==> src/hw/rtl/pfa_pkg.sv <==
// Shared types and constants for the surface descriptor find-or-allocate block.
package pfa_pkg;

    // One stored surface descriptor; height sits in the lowest bits.
    typedef struct packed {
        logic [7:0]  special;
        logic [7:0]  light;
        logic [15:0] texture;
        logic [31:0] height;
    } entry_t;

    // Special codes below this floor are folded to zero before lookup.
    localparam logic [7:0] SPECIAL_FLOOR = 8'd150;

    // Request codes carried in the slave tuser bit.
    localparam logic FUNC_CLEAR = 1'b0;
    localparam logic FUNC_FIND  = 1'b1;

endpackage

==> src/hw/rtl/pfa_match.sv <==
// Shared compare unit: checks one fetched descriptor against the search key.
module pfa_match
    import pfa_pkg::*;
(
    input  logic   cmp_valid,
    input  entry_t stored,
    input  entry_t key,
    output logic   hit
);

    logic height_eq;
    logic texture_eq;
    logic light_eq;
    logic special_eq;

    assign height_eq  = (stored.height  == key.height);
    assign texture_eq = (stored.texture == key.texture);
    assign light_eq   = (stored.light   == key.light);
    assign special_eq = (stored.special == key.special);

    assign hit = cmp_valid && height_eq && texture_eq && light_eq && special_eq;

endmodule

==> config.mk <==
export PLATFORM = sky130hd
export DESIGN_NAME = pfa_match
export DESIGN_NICKNAME = d
export VERILOG_FILES = /design/src/hw/rtl/pfa_pkg.sv /design/src/hw/rtl/pfa_match.sv
export SDC_FILE = /design/constraint.sdc
export NUM_CORES = 1
export LEC_CHECK = 0
export BUFFER_PORTS_ARGS = -buffer_cell sky130_fd_sc_hd__buf_2
export CAP_MARGIN = 10
export CORE_MARGIN = 5
export CORE_UTILIZATION = 30
export DETAILED_ROUTE_END_ITERATION = 10
export GPL_ROUTABILITY_DRIVEN = 0
export GPL_TIMING_DRIVEN = 0
export PLACE_DENSITY_LB_ADDON = 0.15
export SYNTH_ARGS = -nofsm -noshare
export SYNTH_HDL_FRONTEND = slang
export SYNTH_SLANG_ARGS = --single-unit
==> constraint.sdc <==
create_clock -name vclk -period 1.25
set_input_delay 0.0625 -clock vclk [all_inputs]
set_output_delay 0.0625 -clock vclk [all_outputs]
set_load 0.01 [all_outputs]
; ---- After elaboration in Yosys (flattened, before gate mapping)
; Index checks and enable logic that the tools add are counted.
[word_totals]
register_bits = 0
input_bits = 129
out_inout_bits = 1
word_cells = 8
[op_classes]
n_eq_ne = 4
reduce_logical = 4
[op_table]
columns = cell, count
row1 = 32-bit equality test, 1
row2 = 16-bit equality test, 1
row3 = 8-bit equality test, 2
row4 = 1-bit logical AND, 4

; ---- Logic depth before layout (Yosys ltp)
[depth]
word_depth = 5
depth_mapped = 5
ltp_nobuf = 5

; ---- Least setup slack after synthesis
; OpenSTA, ideal clock, no wires.
[synth_timing]
path_kind = input -> output
start = input stored[9] (netlist name)
end = output hit
t_arrival_ns = 1.066
required_time_ns = 1.188
slack_ns = 0.121
path_stages = 5
path_buffers = 0
cell_sequence = nor2b_4 a2111oi_2 and3_1 nand4_1 nor4_2
[synth_between]
elab_chain_len = 5
[synth_lines]
columns = item, line_no
row1 = from (decl), pfa_match.sv:6  ; input entry_t stored,
row2 = 32-bit equality test, pfa_match.sv:16  ; assign height_eq = (stored.height == key.height);
row3 = 1-bit logical AND (4 in a row), pfa_match.sv:21  ; assign hit = cmp_valid && height_eq && texture_eq && light_eq && special_eq;
row4 = to (decl), pfa_match.sv:8  ; output logic hit
; Every way passes these cells.

; ---- Worst setup path in the final report
[layout_timing]
start = input key[38] (netlist name)
end = output hit
[layout_between]
elab_chain_len = 4
[layout_lines]
columns = item, line_no
row1 = from (decl), pfa_match.sv:7  ; input entry_t key,
row2 = 16-bit equality test, pfa_match.sv:17  ; assign texture_eq = (stored.texture == key.texture);
row3 = 1-bit logical AND (3 in a row), pfa_match.sv:21
; Every way passes these cells.

==> out/qor_table.md <==
| Parameter | This run | Unit |
| --- | --- | --- |
| CP Max Fanout | 1 | - |
| Post-CTS repair timing setup buffer count | 0 | - |
| Post-route ant nets | 0 | - |
| Sequential cell area | 0 | sq um |
| Startpoint-to-endpoint class of the critical path | primary input to output port | - |
| Run status | finished, violations left | - |
| Critical Path, Cell by Cell | buf_2 -> xnor2_2 -> nand4_1 -> nor4_2 -> nand3_1 -> nor4_2 -> buf_2 | - |
| Leakage power | 0.000893 | uW |
| Yosys warning total | 0 | - |
| Synthesized area divided by synthesized cell count | 6.98 | sq um |
| Overall power after layout | 467 | uW |
| Aggregate routed wire length | 3460 | um |
| Number of cells in the finished layout apart from fillers | 275 | - |
| Die height | 61.7 | um |
| Horiz. Die Dim | 61.7 | um |
| Internal power component | 287 | uW |
| Pin count of the biggest net entering global routing | 3 | - |
| Actual transition at the worst max-transition pin | 0.314 | ns |
| CP Data Arrival Time | 1.31 | ns |
| Sequential fraction of design power | 0 | % |
| Endpoints failing hold | 0 | - |
| Final net count | 376 | - |
| Vias after detailed routing | 1283 | - |
| Violated checks | setup timing | - |
| Cell taking the most area after synthesis | xnor2_1 | - |
| DR vias/cell | 4.67 | - |
| Share of the yosys chip area belonging to registers | 0 | % |
| Violation count after the first detailed-route iteration | 35 | - |
| Residual overflow from global routing | 0 | - |
| Switching power summed over all nets | 180 | uW |
| Post-route DRC violation count | 0 | - |
| Clock share of power | 0 | % |
| Gate count of the mapped netlist | 115 | - |
| Highest Clock Rate | 729 | MHz |
| Leading post-synthesis cells by cell area | xnor2_1 22%, xor2_1 21%, inv_1 11% | - |
| Placement-stage cell area | 1490 | sq um |
| Share of the synthesized area in the top cell type | 21.8 | % |
| Antenna cells | 0 | - |
| Number of fillers in the final layout | 256 | - |
| Final cycle utilization of the critical path | 110 | % |
| Startpoint kind of the worst setup timing path | primary input | - |
| Final setup viols | 1 | - |
| Dominant cell by count in the synthesized netlist | inv_1 | - |
| Total Routing Usage GR | 16.5 | % |
| I/O pin count | 130 | - |
| Final cell area excluding filler cells | 1590 | sq um |
| Rel. slew slack | 79.1 | % |
| Initial antenna violation count | 0 | - |
| RSZ-0062 raised after global routing | true | - |
| Post-synthesis cell type count | 21 | - |
| Delay of the slowest critical-path stage | 0.30 | ns |
| Post-Synthesis Cell Area | 803 | sq um |
| Starting Density | 31.8 | % |
| CP max stage cell | nor4_2 | - |
| Critical path required time | 1.19 | ns |
| Placement Setup Slack | -0.172 | ns |
| Number of placement rows | 18 | - |
| Area added between synthesis and finish | 97.5 | % |
| Leading post-synthesis cells by instance count | 24 x inv_1, 20 x xnor2_1, 19 x xor2_1 | - |
| Max-capacitance violation count | 0 | - |
| Buffers plus inverters on the worst setup path | 2 | - |
| Combinational fraction of design power | 100.0 | % |
| Core Box Area | 2520 | sq um |
| Net Count, Synth | 244 | - |
| Share of final-layout standard cells stronger than drive strength 1 | 57.1 | % |
| Input/output buffers | 130 | - |
| Worst-case vdd ir drop | 211 | uV |
| Setup slack after layout | -0.122 | ns |
| CP endpoint kind | output port | - |
| Number of clock-tree buffers in the layout | 0 | - |
| Max-slew violation count | 0 | - |
| Class of the most critical hold timing path | primary input to output port | - |
| Global-route wire length before repair | 4950 | um |
| Family with the most delay on the worst path | simple AND/OR/NAND/NOR gates | - |
| Total power per unit cell area | 294 | nW/um^2 |
| Drt pass-1 iters | 4 | - |
| Cell count of the worst hold path | 5 | - |
| Via count of the first global-routing pass | 1314 | - |
| Wire length per cell | 12.6 | um |
| Floorplan die area | 3810 | sq um |
| Min Clock Period, post-route | 1.37 | ns |
| Switching part of the total | 38.5 | % |
| Number of sequential cells in the layout | 0 | - |
| Start point of the worst min-delay path | key[41] | - |
| Detailed-placement wirelength estimate | 3130 | um |
| Number of instances in the placed design | 275 | - |
| Sink of the worst hold path | hit | - |
| Hold-fix buffer count after cts | 0 | - |
-- power groups by stage --
stage | clock (uW) | sequential (uW) | combinational (uW)
finish | 0 | 0 | 467
detailed placement | 0 | 0 | 432
global route | 0 | 0 | 519
global placement | 0 | 0 | 427
floorplan | 0 | 0 | 182
CTS | 0 | 0 | 461
-- area by class of cell --
| cell class | instances | area (sq um) | share of cell area [%] |
|---|---|---|---|
| multi-input combinational | 91 | 764 | 48.2 |
| timing repair buffer | 130 | 694 | 43.8 |
| inverter | 24 | 90.1 | 5.68 |
| tap | 30 | 37.5 | 2.37 |
-- placed cells by master (no fill, tap or decap) --
| cell | n |
|---|---|
| nand2b_1 | 6 |
| nor2b_4 | 1 |
| and3_1 | 1 |
| o2111ai_1 | 2 |
| nor4_2 | 2 |
| a221oi_1 | 1 |
| xnor2_2 | 6 |
| a22oi_1 | 4 |
| nor2b_1 | 2 |
| nand4_1 | 8 |
| inv_1 | 24 |
| nor4_1 | 7 |
| o22ai_1 | 7 |
| a222oi_1 | 1 |
| xor2_1 | 19 |
| a22o_1 | 1 |
| o21ai_0 | 1 |
| nand3_1 | 1 |
| o2bb2ai_1 | 4 |
| buf_6 | 7 |
| a2111oi_2 | 1 |
| buf_2 | 123 |
| xnor2_1 | 14 |
| nor3_1 | 2 |
-- layer usage --
metal  vias up  routed length [um]  global-route usage, %
met5         -                   0                      0
met4         0                  27                   1.21
met3         2                 549                   3.93
met2        82                1720                   32.9
met1       528                1160                   18.0
li1        671                   -                      -
-- worst max path at each step --
stage                     startpoint  slack [ns]  end  cells after the start
after floorplan            stored[9]        0.12  hit                      5
after global routing         key[38]       -0.21  hit                      7
after detailed placement   stored[9]       -0.17  hit                      7
after CTS                 stored[54]       -0.11  hit                      7
after global placement       key[32]       -0.16  hit                      7
final                        key[38]       -0.12  hit                      7
-- logic make-up after synthesis --
kind of cell / after synthesis / share of synthesized area (%)
XOR/XNOR: 39 / 42.5
buffers and inverters: 24 / 11.2
AO/OA/AOI/OAI: 22 / 21.7
AND/OR/NAND/NOR: 30 / 24.6
-- what timing repair did --
item,CTS,global route
resized for setup,12,2
endpoints found under the setup margin,1,1
pin swaps,11,1
endpoints found under the hold margin,0,0
-- stage by stage --
step / TNS, ns / util, % / hold slack, ns
CTS: -0.108 / 62.3 / 0.567
global route: -0.212 / 62.9 / 0.581
finish: -0.122 / 62.9 / 0.557
detailed placement: -0.172 / 59.1 / 0.553
global placement: -0.156 / 59.1 / 0.549
floorplan: 0 / - / 0.296
Note: power is estimated with default switching activity, not from simulation.
